[config.mk]
export PLATFORM = sky130hd
export DESIGN_NAME = bags_div
export DESIGN_NICKNAME = d
export VERILOG_FILES = /design/src/hdl/bags_pkg.sv /design/src/hdl/bags_div.sv
export SDC_FILE = /design/constraint.sdc
export NUM_CORES = 1
export LEC_CHECK = 0
export ABC_AREA = 1
export BUFFER_PORTS_ARGS = -buffer_cell sky130_fd_sc_hd__buf_2
export CAP_MARGIN = 20
export CELL_PAD_IN_SITES_DETAIL_PLACEMENT = 1
export CELL_PAD_IN_SITES_GLOBAL_PLACEMENT = 1
export CORE_ASPECT_RATIO = 1.1
export CORE_MARGIN = 3
export CORE_UTILIZATION = 41
export DETAILED_ROUTE_END_ITERATION = 7
export PLACE_DENSITY_LB_ADDON = 0.1
export SYNTH_ARGS = -nofsm -noshare
export SYNTH_HDL_FRONTEND = slang
export SYNTH_SLANG_ARGS = --single-unit
[constraint.sdc]
create_clock -name clk -period 2.35 [get_ports clk]
set_input_delay 0.5875 -clock clk [delete_from_list [all_inputs] [get_ports clk]]
set_output_delay 0.5875 -clock clk [all_outputs]
set_load 0.01 [all_outputs]
[src/hdl/bags_pkg.sv]
`timescale 1ns / 1ps
// Package for the block average grey shade quantizer.
// Holds widths, reset values, register indexes, the control FSM type and the
// per-pixel control struct. No dependencies.
package bags_pkg;

  localparam int MAX_WIDTH_DEF = 4096;
  localparam int SHADE_LEVELS  = 8;
  localparam int SHADE_W       = $clog2(SHADE_LEVELS);

  localparam int BW_W     = 7;
  localparam int IW_W     = 13;
  localparam int BW_MAX   = 64;
  localparam int IW_MAX   = 4096;
  localparam int BW_RST   = 4;
  localparam int IW_RST   = 640;

  localparam int COL_W    = 12;
  localparam int ROW_W    = 7;
  localparam int CIB_W    = 6;
  localparam int SUM_W    = 16;
  localparam int AREA_W   = 14;
  localparam int MEAN_W   = 3;

  // divide by three as a multiply by 683 / 2048
  localparam int RECIP3    = 683;
  localparam int RECIP3_SH = 11;

  localparam int CFG_IDX_W  = 1;
  localparam int CFG_DATA_W = 13;
  localparam logic [CFG_IDX_W-1:0] CFG_BLOCK_WIDTH = 1'd0;
  localparam logic [CFG_IDX_W-1:0] CFG_IMAGE_WIDTH = 1'd1;

  localparam int IN_DATA_W  = 24;
  localparam int OUT_DATA_W = 16;

  typedef enum logic [2:0] {
    ST_IDLE,
    ST_CFG,
    ST_FULL,
    ST_MEAN,
    ST_WAIT
  } bags_state_t;

  typedef struct packed {
    logic               active;
    logic               first;
    logic               emit;
    logic               last;
    logic [COL_W-1:0]   col;
    logic [SHADE_W-1:0] shade;
  } bags_pix_t;

endpackage

[src/hdl/bags_div.sv]
`timescale 1ns / 1ps
// Iterative restoring divider, one quotient bit per cycle.
// Depends on bags_pkg.
module bags_div (
  input  logic                          clk,
  input  logic                          rst_n,
  input  logic                          start,
  input  logic [bags_pkg::SUM_W-1:0]    dividend,
  input  logic [bags_pkg::AREA_W-1:0]   divisor,
  output logic                          busy,
  output logic                          done,
  output logic [bags_pkg::SUM_W-1:0]    quotient
);

  localparam int N   = bags_pkg::SUM_W;
  localparam int D   = bags_pkg::AREA_W;
  localparam int CNT_W = $clog2(N + 1);

  logic [D:0]       rem_r, rem_nxt;
  logic [N-1:0]     quo_r, quo_nxt;
  logic [D-1:0]     dsr_r, dsr_nxt;
  logic [CNT_W-1:0] cnt_r, cnt_nxt;
  logic             busy_r, busy_nxt;
  logic             done_r, done_nxt;
  logic [D:0]       rem_sh;
  logic             ge;

  always_comb begin
    rem_sh   = {rem_r[D-1:0], quo_r[N-1]};
    ge       = rem_sh >= {1'b0, dsr_r};
    rem_nxt  = rem_r;
    quo_nxt  = quo_r;
    dsr_nxt  = dsr_r;
    cnt_nxt  = cnt_r;
    busy_nxt = busy_r;
    done_nxt = 1'b0;
    if (start) begin
      rem_nxt  = '0;
      quo_nxt  = dividend;
      dsr_nxt  = divisor;
      cnt_nxt  = CNT_W'(N);
      busy_nxt = 1'b1;
    end else if (busy_r) begin
      rem_nxt = ge ? (rem_sh - {1'b0, dsr_r}) : rem_sh;
      quo_nxt = {quo_r[N-2:0], ge};
      cnt_nxt = cnt_r - CNT_W'(1);
      if (cnt_r == CNT_W'(1)) begin
        busy_nxt = 1'b0;
        done_nxt = 1'b1;
      end
    end
  end

  always_ff @(posedge clk) begin
    if (!rst_n) begin
      busy_r <= 1'b0;
      done_r <= 1'b0;
      cnt_r  <= '0;
    end else begin
      busy_r <= busy_nxt;
      done_r <= done_nxt;
      cnt_r  <= cnt_nxt;
    end
    rem_r <= rem_nxt;
    quo_r <= quo_nxt;
    dsr_r <= dsr_nxt;
  end

  assign busy     = busy_r;
  assign done     = done_r;
  assign quotient = quo_r;

endmodule

==> results_dict.tcl <==
set metrics [dict create \
    timing.hold.worst.start "divisor[2]" \
    grt.total_usage_pct 19.8 \
    core_sq_um 7090 \
    grt_remaining_overflow 0 \
    placed_cell_area_sq_um 3400 \
    global_route_wire_length_before_repair_mm 13.0 \
    p_switching_mw 0.550 \
    holdCritPathClass "input pin to flip-flop" \
    worst_hold_path.num_cells 1 \
    worst_pin_slew_ns 0.377 \
    design.die.area_sq_um 8450 \
    port-buffer-count 50 \
    number_of_placement_rows 32 \
    power_frac_clock_pct 32.0 \
    cell_chain_of_the_critical_path "inv_1 > ha_1 > inv_1 > fa_1 > nand3_1 > nand3_1 > a21oi_1 > xor2_1 > nand2_1 > nand2_1 > nand2_1" \
    timing.fmax_mhz 471 \
    synth-seq-area-share_pct 43.7 \
    sequential_cell_area_sq_um 1320 \
    setup_viol 0 \
    sequentialPowerShare_pct 52.0 \
    fin_crit_ns 2.12 \
    clock-sinks 51 \
    first_global_vias 2807 \
    fraction_of_power_spent_switching_nets_pct 27.5 \
    syn-mean-instance-area_sq_um 7.70 \
    critical_path.reg2reg.endpoint "rem_r[6]" \
    power.ir.vdd_worst_v 0.000237 \
    clk_root_buffer_cell "sky130_fd_sc_hd__clkbuf_8" \
    routed-via-count 2662 \
    fp.dieH_um 96.1 \
    cp_data_required_time_ns 2.56 \
    leakagePower_nw 1.79 \
    initial_core_util_pct 42.7 \
    powerDensity_nw_per_um2 569 \
    maxCapViolations 0 \
    ctsResizeCount 0 \
    worstPathMaxFanout 4 \
    hold_buffers 0 \
    syn_inst 393 \
    reg2reg_depth 11 \
    detail_route.wirelength_mm 7.67 \
    number_of_inserted_diodes 0 \
    detail_route.wl_per_cell_um 14.3 \
    grt_antenna_before_repair 0 \
    layout.cell_area.non_filler_sq_um 3520 \
    setup_total_negative_slack_ns 0 \
    layout.cells.most_common_list "140 x sky130_fd_sc_hd__nand2_1, 51 x sky130_fd_sc_hd__inv_1, 50 x sky130_fd_sc_hd__buf_2" \
    power.share.combinational_pct 16.0 \
    end_kind "flip-flop" \
    synth_top_area_share_pct 29.8 \
    synth.ff_latch_count 51 \
    timing_worst_setup_path_type "flip-flop to flip-flop" \
    syn-cell-area_sq_um 3030 \
    final_count_of_hold_timing_violations 0 \
    synth.lib_cells_used.distinct 37 \
    post-layout-total-power_mw 2.00 \
    min_delay_worst_endpoint "dsr_r[2]" \
    drtAntennaViolNets 0 \
    finalNetCount 503 \
    slew-limit-headroom_pct 74.6 \
    drt-pass1-iter-count 4 \
    layout-area-overhead-vs-synth_pct 16.3 \
    cts_tree "yes" \
    period_share_pct 90.3 \
    count_of_boundary_i_o_pins 51 \
    final_critical_path_setup_slack_ns 0.228 \
    r2r_start "quotient[15]" \
    layout-drive-gt1-share_pct 20.5 \
    synth-warning-count 0 \
    routabilityCongestion 0.846 \
    run_status "finished, final reports clean" \
    largest_net_degree_at_the_start_of_global_routing 28 \
    finalMaxSlewViolations 0 \
    numCtsBuffers 5 \
    syn-num-nets 444 \
    fillers 917 \
    clkLatencyLatePin_ns 0.31 \
    multiInputGateArea_sq_um 1460 \
    commonest_non_fill_non_tap_cell_in_the_layout "sky130_fd_sc_hd__nand2_1" \
    clk_transition_reported_paths_ns 0.10 \
    detail_route.iter0.violations 112 \
    path_delay_family "adder cells" \
    dpl.hpwl_mm 6.03 \
    cp.depth 11 \
    start_kind "flip-flop" \
    netlist_top_cells_area "sky130_fd_sc_hd__edfxtp_1 30%, sky130_fd_sc_hd__nand2_1 17%, sky130_fd_sc_hd__dfxtp_1 14%" \
    post-route-drc-count 0 \
    detailedPlace.worstSlack_ns 0.208 \
    max_stage_delay_ns 0.43 \
    critical-path-top-cell-by-count "sky130_fd_sc_hd__nand2_1" \
    critical_path.slowest_cell "sky130_fd_sc_hd__edfxtp_1" \
    synth_top_cell_by_area "sky130_fd_sc_hd__edfxtp_1" \
    routed_via_density 4.95 \
    postCtsSetupRepairBufs 0 \
    crit_buf_inv 2 \
    clockBufferDepth 2 \
    grt_setup_unrepaired "false" \
    h-tree-depth 2 \
    clock_skew_ns 0.00571 \
    internal_power_mw 1.45 \
    setup.reg_to_reg.worst_slack_ns 0.23 \
    die_width_um 87.9 \
    worst_ep_arrival_time_ns 2.34 \
]
## registers in the layout, summed over array words and instances, names as in the netlist
signal and flops:
done 1, rem_r 14, cnt_r 5, busy 1, dsr_r 14, quotient 16
## final cells by class
cell class	count	area share, %
multi-input combinational	281	41.6
sequential	51	37.6
timing repair buffer	58	8.82
inverter	55	5.87
tap	85	3.02
clock buffer	5	1.96
clock inverter	3	1.21
## metal layers
layer	track usage [%]	routed length (um)
met5	0	0
met4	5.63	102
met3	3.51	264
met2	36.5	4000
met1	23.3	3300
## power by group through the flow
stage,Clock (mW),Sequential [mW],Combinational [mW]
detailed placement,0,1.06,0.325
finish,0.641,1.04,0.320
floorplan,0,1.07,0.182
global route,0.688,1.05,0.367
CTS,0.660,1.04,0.327
global placement,0,1.06,0.315
## worst max-delay path by stage
stage                             from  slack [ns]       end
after floorplan           quotient[15]        0.44  rem_r[6]
after global placement    quotient[15]        0.31  rem_r[8]
after detailed placement  quotient[15]        0.21  rem_r[8]
after CTS                 quotient[15]        0.18  rem_r[8]
after global routing      quotient[15]        0.01  rem_r[6]
final                     quotient[15]        0.23  rem_r[6]
## stage by stage
| stage | utilization, % | std cells | hold slack [ns] |
|---|---|---|---|
| after detailed placement | 48.0 | 530 | 0.473 |
| after CTS | 49.6 | 538 | 0.437 |
| after floorplan | - | 393 | 0.445 |
| final | 49.6 | 538 | 0.444 |
| after global routing | 49.6 | 538 | 0.438 |
| after global placement | 48.0 | 530 | 0.458 |
## synthesized netlist by cell type
| library cell | instances |
|---|---|
| sky130_fd_sc_hd__fa_1 | 1 |
| sky130_fd_sc_hd__xor2_1 | 4 |
| sky130_fd_sc_hd__clkbuf_1 | 2 |
| sky130_fd_sc_hd__nand2_2 | 8 |
| sky130_fd_sc_hd__nand2_4 | 2 |
| sky130_fd_sc_hd__clkinv_1 | 2 |
| sky130_fd_sc_hd__buf_4 | 1 |
| sky130_fd_sc_hd__a21oi_1 | 8 |
| sky130_fd_sc_hd__nand3_1 | 23 |
| sky130_fd_sc_hd__a31oi_1 | 1 |
| sky130_fd_sc_hd__and3_1 | 1 |
| sky130_fd_sc_hd__buf_8 | 1 |
| sky130_fd_sc_hd__nand3_4 | 1 |
| sky130_fd_sc_hd__a21oi_4 | 1 |
| sky130_fd_sc_hd__o21ai_1 | 2 |
| sky130_fd_sc_hd__a21oi_2 | 1 |
| sky130_fd_sc_hd__a211oi_1 | 1 |
| sky130_fd_sc_hd__nand4_1 | 6 |
| sky130_fd_sc_hd__edfxtp_1 | 30 |
| sky130_fd_sc_hd__inv_1 | 51 |
| sky130_fd_sc_hd__and2_2 | 1 |
| sky130_fd_sc_hd__nor3_1 | 3 |
| sky130_fd_sc_hd__nor2_2 | 8 |
| sky130_fd_sc_hd__ha_1 | 17 |
| sky130_fd_sc_hd__xnor2_1 | 4 |
| sky130_fd_sc_hd__nor2_1 | 40 |
| sky130_fd_sc_hd__a21o_1 | 1 |
| sky130_fd_sc_hd__buf_1 | 1 |
| sky130_fd_sc_hd__nand4_2 | 1 |
| sky130_fd_sc_hd__o211ai_1 | 1 |
| sky130_fd_sc_hd__o21bai_1 | 2 |
| sky130_fd_sc_hd__buf_2 | 1 |
| sky130_fd_sc_hd__dfxtp_1 | 21 |
| sky130_fd_sc_hd__inv_2 | 2 |
| sky130_fd_sc_hd__nor2_4 | 2 |
| sky130_fd_sc_hd__o21ai_0 | 1 |
| sky130_fd_sc_hd__nand2_1 | 140 |
## cell families (layout without fill, tap and decap cells)
logic type / after synthesis / in the layout / synth area share [%]
and+or+nand+nor: 236 / 236 / 34.1
buffers and inverters: 61 / 121 / 8.11
DFF: 51 / 51 / 43.7
AOI/OAI and AO/OA: 19 / 19 / 4.09
adders and majority gates: 18 / 18 / 7.69
xor gates and xnor gates: 8 / 8 / 2.32
Power figures use the tool's default switching activity.
