## src/hdl/bags_pkg.sv

```systemverilog
`timescale 1ns / 1ps
// Package for the block average grey shade quantizer.
// Holds widths, reset values, register indexes, the control FSM type and the
// per-pixel control struct. No dependencies.
package bags_pkg;

  localparam int MAX_WIDTH_DEF = 4096;
  localparam int SHADE_LEVELS  = 8;
  localparam int SHADE_W       = $clog2(SHADE_LEVELS);

  localparam int BW_W     = 7;
  localparam int IW_W     = 13;
  localparam int BW_MAX   = 64;
  localparam int IW_MAX   = 4096;
  localparam int BW_RST   = 4;
  localparam int IW_RST   = 640;

  localparam int COL_W    = 12;
  localparam int ROW_W    = 7;
  localparam int CIB_W    = 6;
  localparam int SUM_W    = 16;
  localparam int AREA_W   = 14;
  localparam int MEAN_W   = 3;

  // divide by three as a multiply by 683 / 2048
  localparam int RECIP3    = 683;
  localparam int RECIP3_SH = 11;

  localparam int CFG_IDX_W  = 1;
  localparam int CFG_DATA_W = 13;
  localparam logic [CFG_IDX_W-1:0] CFG_BLOCK_WIDTH = 1'd0;
  localparam logic [CFG_IDX_W-1:0] CFG_IMAGE_WIDTH = 1'd1;

  localparam int IN_DATA_W  = 24;
  localparam int OUT_DATA_W = 16;

  typedef enum logic [2:0] {
    ST_IDLE,
    ST_CFG,
    ST_FULL,
    ST_MEAN,
    ST_WAIT
  } bags_state_t;

  typedef struct packed {
    logic               active;
    logic               first;
    logic               emit;
    logic               last;
    logic [COL_W-1:0]   col;
    logic [SHADE_W-1:0] shade;
  } bags_pix_t;

endpackage

```

## src/hdl/bags_front.sv

```systemverilog
`timescale 1ns / 1ps
// Pixel front end: per-pixel shade and the raster / block position counters.
// Depends on bags_pkg.
module bags_front (
  input  logic                         clk,
  input  logic                         rst_n,
  input  logic                         accept,
  input  logic                         frame_start,
  input  logic [7:0]                   red,
  input  logic [7:0]                   green,
  input  logic [7:0]                   blue,
  input  logic [bags_pkg::BW_W-1:0]    bw_eff,
  input  logic [bags_pkg::IW_W-1:0]    w_eff,
  input  logic [bags_pkg::IW_W-1:0]    full,
  output bags_pkg::bags_pix_t          ctl
);

  localparam int COL_W = bags_pkg::COL_W;
  localparam int ROW_W = bags_pkg::ROW_W;
  localparam int CIB_W = bags_pkg::CIB_W;
  localparam int IW_W  = bags_pkg::IW_W;
  localparam int SW    = bags_pkg::SHADE_W;

  logic [COL_W-1:0] pc_r, pc_nxt, pc_c;
  logic [ROW_W-1:0] rib_r, rib_nxt, rib_c;
  logic [CIB_W-1:0] cib_r, cib_nxt, cib_c;
  logic [COL_W-1:0] bi_r, bi_nxt, bi_c;

  logic [7:0]       h2;
  logic [ROW_W-1:0] h_m1;
  logic [CIB_W-1:0] bw_m1;
  logic [COL_W-1:0] w_m1;
  logic             active, done, row_last;

  logic [9:0]  sum3;
  logic [19:0] prod3;
  logic [7:0]  avg;
  logic [15:0] sh_prod;

  always_comb begin
    sum3    = 10'(red) + 10'(green) + 10'(blue);
    prod3   = 20'(sum3) * 20'(bags_pkg::RECIP3);
    avg     = prod3[bags_pkg::RECIP3_SH +: 8];
    sh_prod = {8'd0, avg} * 16'(bags_pkg::SHADE_LEVELS);
  end

  always_comb begin
    pc_c  = frame_start ? '0 : pc_r;
    rib_c = frame_start ? '0 : rib_r;
    cib_c = frame_start ? '0 : cib_r;
    bi_c  = frame_start ? '0 : bi_r;

    h2       = {bw_eff, 1'b0};
    h_m1     = ROW_W'(h2 - 8'd1);
    bw_m1    = CIB_W'(bw_eff - 7'd1);
    w_m1     = COL_W'(w_eff - 13'd1);
    active   = {1'b0, bi_c} < full;
    done     = cib_c >= bw_m1;
    row_last = rib_c >= h_m1;

    ctl.active = active;
    ctl.first  = (rib_c == '0) && (cib_c == '0);
    ctl.emit   = active && row_last && done;
    ctl.last   = ({1'b0, bi_c} + IW_W'(1)) == full;
    ctl.col    = bi_c;
    ctl.shade  = sh_prod[8 +: SW];

    cib_nxt = cib_c;
    bi_nxt  = bi_c;
    rib_nxt = rib_c;
    if (active) begin
      if (done) begin
        cib_nxt = '0;
        bi_nxt  = bi_c + COL_W'(1);
      end else begin
        cib_nxt = cib_c + CIB_W'(1);
      end
    end
    if (pc_c >= w_m1) begin
      pc_nxt  = '0;
      cib_nxt = '0;
      bi_nxt  = '0;
      rib_nxt = row_last ? '0 : rib_c + ROW_W'(1);
    end else begin
      pc_nxt = pc_c + COL_W'(1);
    end
  end

  always_ff @(posedge clk) begin
    if (!rst_n) begin
      pc_r  <= '0;
      rib_r <= '0;
      cib_r <= '0;
      bi_r  <= '0;
    end else if (accept) begin
      pc_r  <= pc_nxt;
      rib_r <= rib_nxt;
      cib_r <= cib_nxt;
      bi_r  <= bi_nxt;
    end
  end

endmodule

```

## config.mk

```make
export PLATFORM = sky130hd
export DESIGN_NAME = bags_front
export DESIGN_NICKNAME = d
export VERILOG_FILES = /design/src/hdl/bags_pkg.sv /design/src/hdl/bags_front.sv
export SDC_FILE = /design/constraint.sdc
export NUM_CORES = 1
export LEC_CHECK = 0
export ABC_CLOCK_PERIOD_IN_PS = 5700
export BUFFER_PORTS_ARGS = -buffer_cell sky130_fd_sc_hd__clkbuf_2
export CELL_PAD_IN_SITES_DETAIL_PLACEMENT = 2
export CELL_PAD_IN_SITES_GLOBAL_PLACEMENT = 2
export CORE_MARGIN = 3
export CORE_UTILIZATION = 32
export CTS_CLUSTER_DIAMETER = 100
export DETAILED_ROUTE_END_ITERATION = 8
export PLACE_DENSITY_LB_ADDON = 0.12
export SYNTH_ARGS = -nofsm -noshare
export SYNTH_HDL_FRONTEND = slang
export SYNTH_SLANG_ARGS = --single-unit
```

## constraint.sdc

```tcl
create_clock -name clk -period 5.7 [get_ports clk]
set_input_delay 0 -clock clk [delete_from_list [all_inputs] [get_ports clk]]
set_output_delay 0 -clock clk [all_outputs]
set_load 0.03 [all_outputs]
```

==> metrics.md, run 1 <==
| Metric | Value |
|---|---|
| Synth Warn # | 0 |
| Sink Count | 37 |
| Row count | 49 |
| Post-synth ARST share | 0% |
| Worst vdd ir | 0.481 mV |
| Final Cycle Share | 100% |
| CP max FO | 3 |
| Leak | 3.36 nW |
| Die span in y | 142 um |
| Worst Setup Path Type | in -> out |
| Final wirelength | 19.8 mm |
| Worst Hold Path EP | pc_r[7]$_SDFFE_PN0P_ |
| DRT met1 WL | 8.42 mm |
| Syn nets | 917 |
| Cell area after layout | 7050 um^2 |
| Initial antenna violation count | 0 |
| P per Cell Area | 698 nW/um^2 |
| # IOs | 80 |
| Sequential fraction of the synthesis area | 12.5% |
| Adder-Cell Fraction of Synth Area | 32.9% |
| Xor/xnor share of the synthesized area | 6.35% |
| Largest net degree at the start of global routing | 30 |
| Routed wire per std cell | 19.1 um |
| Die area | 20200 um^2 |
| Area of the mapped netlist | 5930 um^2 |
| Unique masters post-synth | 77 |
| GR Overflow Total | 0 |
| Hold depth | 2 |
| RR Startpoint | pc_r[7]$_SDFFE_PN0P_ |
| CP Launch Type | input port |
| Post-layout util | 39.0% |
| Synth Flop Type | dfxtp_1 |
| DR DRC count | 0 |
| Synth Area in Simple Gates | 21.9% |
| Clk Latency, worst-skew pair | 280 ps |
| Final #Nets | 1010 |
| Avg Cell Area, Syn | 8.26 um^2 |
| Die width | 142 um |
| Slowest cell on crit path | fa_2 |
| Via/cell ratio | 5.47 |
| Total track usage | 19.5% |
| Pre-CTS setup slack | -413 ps |
| RSZ-0062 raised after global routing | true |
| Mux share of post-synthesis cell area | 1.25% |
| Length of the first detailed-routing pass in iterations | 4 |
| Largest family of logic cells by synthesized area | adder cells |
| CP dominant cell by count | inv_2 |
| Ant diodes | 0 |
| Status | complete, but fails checks |
| Clock Skew | 5.20 ps |
| Vias | 5685 |
| Post-synth EDFFs | 0 |
| Max_slew headroom | 38.9% |
| Failing checks | negative setup slack |
| Hold_buf cts | 0 |
| Slew Viols, Final | 0 |
| Met2 WL | 10.9 mm |
| DR top layer | met4 |
| Global-route wire length before repair | 32.2 mm |
| CP endpoint kind | output port |
| Yosys reg bits | 37 |
| Post-route ant nets | 0 |
| Root Buffer Master | clkbuf_16 |
| Metal3 WL | 374 um |
| CP Data Required Time | 5700 ps |
| Hold Crit Start | rst_n |
| Compound-Gate Fraction of Synth Area | 17.5% |
| Vias in the first global route | 6310 |
| Actual slew at the worst max-slew pin | 916 ps |
| R2R Setup Slk | 2460 ps |
| Final Hold Violating Endpoints | 0 |
| H-tree depth | 2 |
| Hold Crit Class | in -> reg |
| RePlAce Congestion | 0.801 |
| Synth Instances | 718 |
| Final min period | 5710 ps |
| I/O Buffers | 77 |
| Initial core utilization | 32.8% |
| Placed Area | 6710 um^2 |
| Initial DRC count | 217 |
| CTS tree | done |
| Num CTS Buffers | 5 |
| # fillers | 2065 |
| Syn-to-layout area delta | 19.0% |
| Worst-case clock buffer depth | 2 |
| FF-to-FF path depth | 8 |
| Largest stage delay, worst path | 560 ps |
| FF-to-FF End | pc_r[10]$_SDFFE_PN0P_ |
| Tot Pwr | 4.92 mW |
| Clock Pin Slew Worst Setup and Hold Paths | 60 ps |
| Ratio of cells with drive above 1 in the final layout | 20.3% |
| Fin worst setup slack | -8.40 ps |
| Maxcap violations | 0 |
| Critical Path AT | 5710 ps |
| Setup violators final | 1 |
| Fmax | 175 MHz |
| Dpl hpwl | 16.4 mm |
| Core box area | 18100 um^2 |
==> where the power goes <==
group | internal [mW] | leakage [nW] | switching, mW
combinational | 2.07 | 2.99 | 2.30
sequential | 0.262 | 0.299 | 0.00242
clock | 0.172 | 0.0700 | 0.114
==> how the worst max path moves through the flow <==
| stage | start | endpoint | slack [ps] | cells past startpoint |
|---|---|---|---|---|
| 2_1_floorplan | red[1] | ctl[2] | 20 | 28 |
| 6_report | green[1] | ctl[2] | -8 | 31 |
| 5_1_grt | green[1] | ctl[2] | -210 | 30 |
| 3_5_place_dp | red[1] | ctl[2] | -410 | 30 |
| 3_3_place_gp | red[1] | ctl[2] | -230 | 30 |
| 4_1_cts | blue[1] | ctl[2] | -50 | 30 |
==> cells in the mapped netlist, drive strengths merged, types with 7 or more instances <==
master | count | area (um^2)
a21o | 8 | 60.1
a21oi | 33 | 165
a31oi | 9 | 56.3
and3 | 14 | 87.6
buf | 8 | 50.0
clkbuf | 11 | 42.5
dfxtp | 37 | 741
fa | 30 | 601
ha | 108 | 1350
inv | 95 | 357
nand2 | 51 | 194
nand2b | 7 | 43.8
nand3 | 26 | 135
nand4 | 12 | 75.1
nor2 | 37 | 139
nor2b | 32 | 208
nor3 | 12 | 70.1
nor4 | 12 | 87.6
o211ai | 12 | 90.1
o21a | 9 | 67.6
o21ai | 18 | 90.1
o31ai | 9 | 72.6
xnor2 | 30 | 263
xor2 | 13 | 114
==> placed cells by master, fill, tap and decap left out, types with 12 or more instances in the layout <==
cell | Yosys | routed
nand4_1 | 12 | 12
nor2_1 | 37 | 36
inv_2 | 3 | 12
o21ai_0 | 17 | 15
buf_4 | 2 | 28
nand2_1 | 50 | 50
a21oi_1 | 33 | 30
dfxtp_1 | 37 | 37
nor2b_1 | 31 | 30
xnor2_1 | 30 | 26
inv_1 | 92 | 82
clkbuf_2 | 1 | 73
xor2_1 | 13 | 12
ha_1 | 108 | 103
and3_1 | 14 | 14
o211ai_1 | 12 | 12
fa_1 | 30 | 28
nand3_1 | 25 | 25
==> what timing repair did <==
item                                    CTS  global route
setup buffers                             2             5
endpoints found under the setup margin    3             3
resized for setup                        18            24
pin swaps                                19            27
==> final cells by class <==
cell class              count  area, um^2  share of cell area [%]
multi-input cells         567        4900                    69.5
repair buffers            105         624                    8.85
flip-flops and latches     37         741                    10.5
well taps                 229         287                    4.06
inverters                  95         359                    5.09
clock buffers               7         143                    2.02
==> kinds of logic (layout without fill, tap and decap cells) <==
family | Yosys count | count (layout)
and+or+nand+nor | 235 | 235
AOI/OAI and AO/OA | 144 | 144
adders and majority gates | 138 | 138
buffers and inverters | 114 | 207
xor gates and xnor gates | 43 | 43
DFF | 37 | 37
muxes | 7 | 7
==> stage by stage <==
| stage | setup TNS (ps) | cells | hold slack [ps] |
|---|---|---|---|
| 2_1_floorplan | 0 | 718 | 159 |
| 3_3_place_gp | -372 | 1026 | 444 |
| 6_report | -8.40 | 1040 | 164 |
| 5_1_grt | -612 | 1040 | 196 |
| 3_5_place_dp | -944 | 1026 | 457 |
| 4_1_cts | -79.8 | 1035 | 166 |
==> sequential cells by signal, indices dropped and copies added, names as in the netlist <==
name and flops:
rib_r 7, pc_r 12, cib_r 6, bi_r 12
==> routing by layer <==
metal	vias to the layer above	track usage (%)
li1	2742	-
met5	-	0
met1	2868	23.5
met3	13	1.44
met2	62	38.0
met4	0	3.23
==> critical path, delay by kind of cell <==
kind            cells  cell delay, ps
simple gates        3             310
compound gates      6            1140
xor+xnor            2             390
fa+ha+maj           9            3170
buf+inv            11             720
Note: power is estimated with default switching activity, not from simulation.
==> run 2: changes to the inputs <==
--- a/config.mk
+++ b/config.mk
@@ -5,7 +5,7 @@
 export SDC_FILE = /design/constraint.sdc
 export NUM_CORES = 1
 export LEC_CHECK = 0
-export ABC_CLOCK_PERIOD_IN_PS = 5700
+export ABC_CLOCK_PERIOD_IN_PS = 4800
 export BUFFER_PORTS_ARGS = -buffer_cell sky130_fd_sc_hd__clkbuf_2
 export CELL_PAD_IN_SITES_DETAIL_PLACEMENT = 2
 export CELL_PAD_IN_SITES_GLOBAL_PLACEMENT = 2
@@ -13,6 +13,7 @@
 export CORE_UTILIZATION = 32
 export CTS_CLUSTER_DIAMETER = 100
 export DETAILED_ROUTE_END_ITERATION = 8
+export GPL_TIMING_DRIVEN = 0
 export PLACE_DENSITY_LB_ADDON = 0.12
 export SYNTH_ARGS = -nofsm -noshare
 export SYNTH_HDL_FRONTEND = slang
==> constraint.sdc (replaced) <==
create_clock -name clk -period 4.8 [get_ports clk]
set_input_delay 0 -clock clk [delete_from_list [all_inputs] [get_ports clk]]
set_output_delay 0 -clock clk [all_outputs]
set_load 0.03 [all_outputs]
==> metrics.md, run 2 (synthesis results as in run 1) <==
| Metric | Value |
|---|---|
| Status | complete, but fails checks |
| Failing checks | negative setup slack |
| Root Buffer Master | clkbuf_16 |
| Maxcap violations | 0 (unchanged) |
| Actual slew at the worst max-slew pin | 809 ps (-107 ps) |
| DR DRC count | 0 (unchanged) |
| Max_slew headroom | 45.9% (+7.0 points) |
| Largest stage delay, worst path | 560 ps (about the same) |
| H-tree depth | 2 (unchanged) |
| Syn-to-layout area delta | 19.2% |
| CP dominant cell by count | inv_2 |
| Die span in y | 142 um (unchanged) |
| Sink Count | 37 (unchanged) |
| # IOs | 80 (unchanged) |
| Row count | 49 (unchanged) |
| Dpl cells | 1023 (-0.29%) |
| # fillers | 2079 (+0.68%) |
| Ant diodes | 0 (unchanged) |
| Largest net degree at the start of global routing | 11 (-63%) |
| Pre-CTS setup slack | -1720 ps (-1300 ps) |
| Setup violators final | 3 (+2) |
| Core box area | 18100 um^2 (unchanged) |
| Worst-case clock buffer depth | 2 (unchanged) |
| RSZ-0062 raised after global routing | true |
| Hold_buf cts | 0 (unchanged) |
| P per Cell Area | 862 nW/um^2 (+23%) |
| Ratio of cells with drive above 1 in the final layout | 19.0% (-1.3 points) |
| CTS tree | done |
| Initial core utilization | 32.8% (unchanged) |
| Die width | 142 um (unchanged) |
| CP endpoint kind | output port |
| Fin worst setup slack | -917 ps (-909 ps) |
| Total track usage | 21.0% (+1.5 points) |
| Initial DRC count | 166 (-24%) |
| Finished Layout Cells | 1039 (-0.096%) |
| Global-route wire length before repair | 34.2 mm (+6.1%) |
| CP max FO | 3 (unchanged) |
| Largest registers | bi_r (12), pc_r (12), rib_r (7) |
| Worst Setup Path Type | in -> out |
| Routed wire per std cell | 20.3 um (+6.5%) |
| Most common cell after layout, fill and taps aside | ha_1 |
| Final #Nets | 1009 (-0.099%) |
| Fmax | 175 MHz |
| Hold Crit Class | in -> reg |
| Post-layout util | 39.1% (+0.062 points) |
| R2R Setup Slk | 1530 ps (-930 ps) |
| Clk Latency, worst-skew pair | 280 ps (about the same) |
| Final Cycle Share | 119% |
| Slowest cell on crit path | fa_2 |
| I/O Buffers | 76 (-1.3%) |
| Vias | 5666 (-0.33%) |
| Most frequent cells in the layout | ha_1 (103), inv_1 (83), clkbuf_2 (73) |
| Leak | 3.33 nW (-0.81%) |
| Vias in the first global route | 6418 (+1.7%) |
| GR Overflow Total | 0 (unchanged) |
| Die area | 20200 um^2 (unchanged) |
| Initial antenna violation count | 0 (unchanged) |
| Clock Skew | 7.67 ps (+2.47 ps) |
| Via/cell ratio | 5.45 (-0.24%) |
| Multi-input gate area | 4950 um^2 (+1.0%) |
| Critical Path AT | 5720 ps (about the same) |
| Num CTS Buffers | 5 (unchanged) |
| Dpl hpwl | 17.4 mm (+6.1%) |
| Post-route ant nets | 0 (unchanged) |
| Register cell area after layout | 741 um^2 (unchanged) |
| Slew Viols, Final | 0 (unchanged) |
| Final Hold Violating Endpoints | 0 (unchanged) |
| Final wirelength | 21.1 mm (+6.4%) |
| Worst vdd ir | 0.591 mV (+23%) |
| CP Launch Type | input port |
| CP Data Required Time | 4800 ps (-900 ps) |
| Final min period | 5720 ps |
| Length of the first detailed-routing pass in iterations | 5 (+1) |
| RePlAce Congestion | 0.869 (+8.5%) |
| Clock Pin Slew Worst Setup and Hold Paths | 60 ps (about the same) |
-- run 2: cell type report --
type / count / share of cell area [%]
multi-input combinational: 567 / 70.1
tap: 229 / 4.06
inverter: 95 / 5.15
sequential: 37 / 10.5
timing repair buffer: 85 / 6.92
clock buffer: 7 / 2.02
buffer: 19 / 1.31
-- run 2: repair_timing --
| item | in CTS | in global routing |
|---|---|---|
| resized for setup | 31 | 6 |
| setup buffers | 6 | 3 |
| cloned | 0 | 0 |
| pin swaps | 23 | 4 |
| endpoints found under the setup margin | 3 | 3 |
| endpoints found under the hold margin | 0 | 0 |
-- run 2: per-layer routing --
layer  vias up  global-route usage, %  share of wire (%)
met4         0                   2.42               0.67
met2        82                   39.3                 51
li1       2741                      -                  -
met3        12                   1.78                2.6
met1      2831                   27.0                 45
met5         -                      0                  0
-- run 2: final timing paths --
check	start	endpoint	cells after the start
max	blue[1]	ctl[2]	30
min	rst_n	pc_r[4]$_SDFFE_PN0P_	3
max reg2reg	pc_r[7]$_SDFFE_PN0P_	bi_r[1]$_SDFFE_PN0P_	8
min reg2reg	cib_r[5]$_SDFFE_PN0P_	cib_r[5]$_SDFFE_PN0P_	1
-- run 2: critical path: cells and delay by family --
family	cells	cell delay, ps
xor+xnor	2	360
fa+ha+maj	9	3150
compound gates	5	1180
buf+inv	10	600
simple gates	4	410
-- run 2: where the power goes --
group	internal, mW	leakage, nW	switching [mW]
clock	0.204	0.0700	0.132
combinational	2.49	2.96	2.94
sequential	0.311	0.299	0.00289
total	3.01	3.33	3.08
-- run 2: metrics by stage --
step	TNS [ps]	power, mW	area (um^2)	hold WS [ps]
after detailed placement	-4720	4.83	6680	374
after global routing	-3350	6.73	7070	110
after floorplan	-1640	3.54	6010	159
after global placement	-4450	4.43	6680	361
after CTS	-2790	6.05	7040	79.4
final	-2690	6.09	7070	69.7
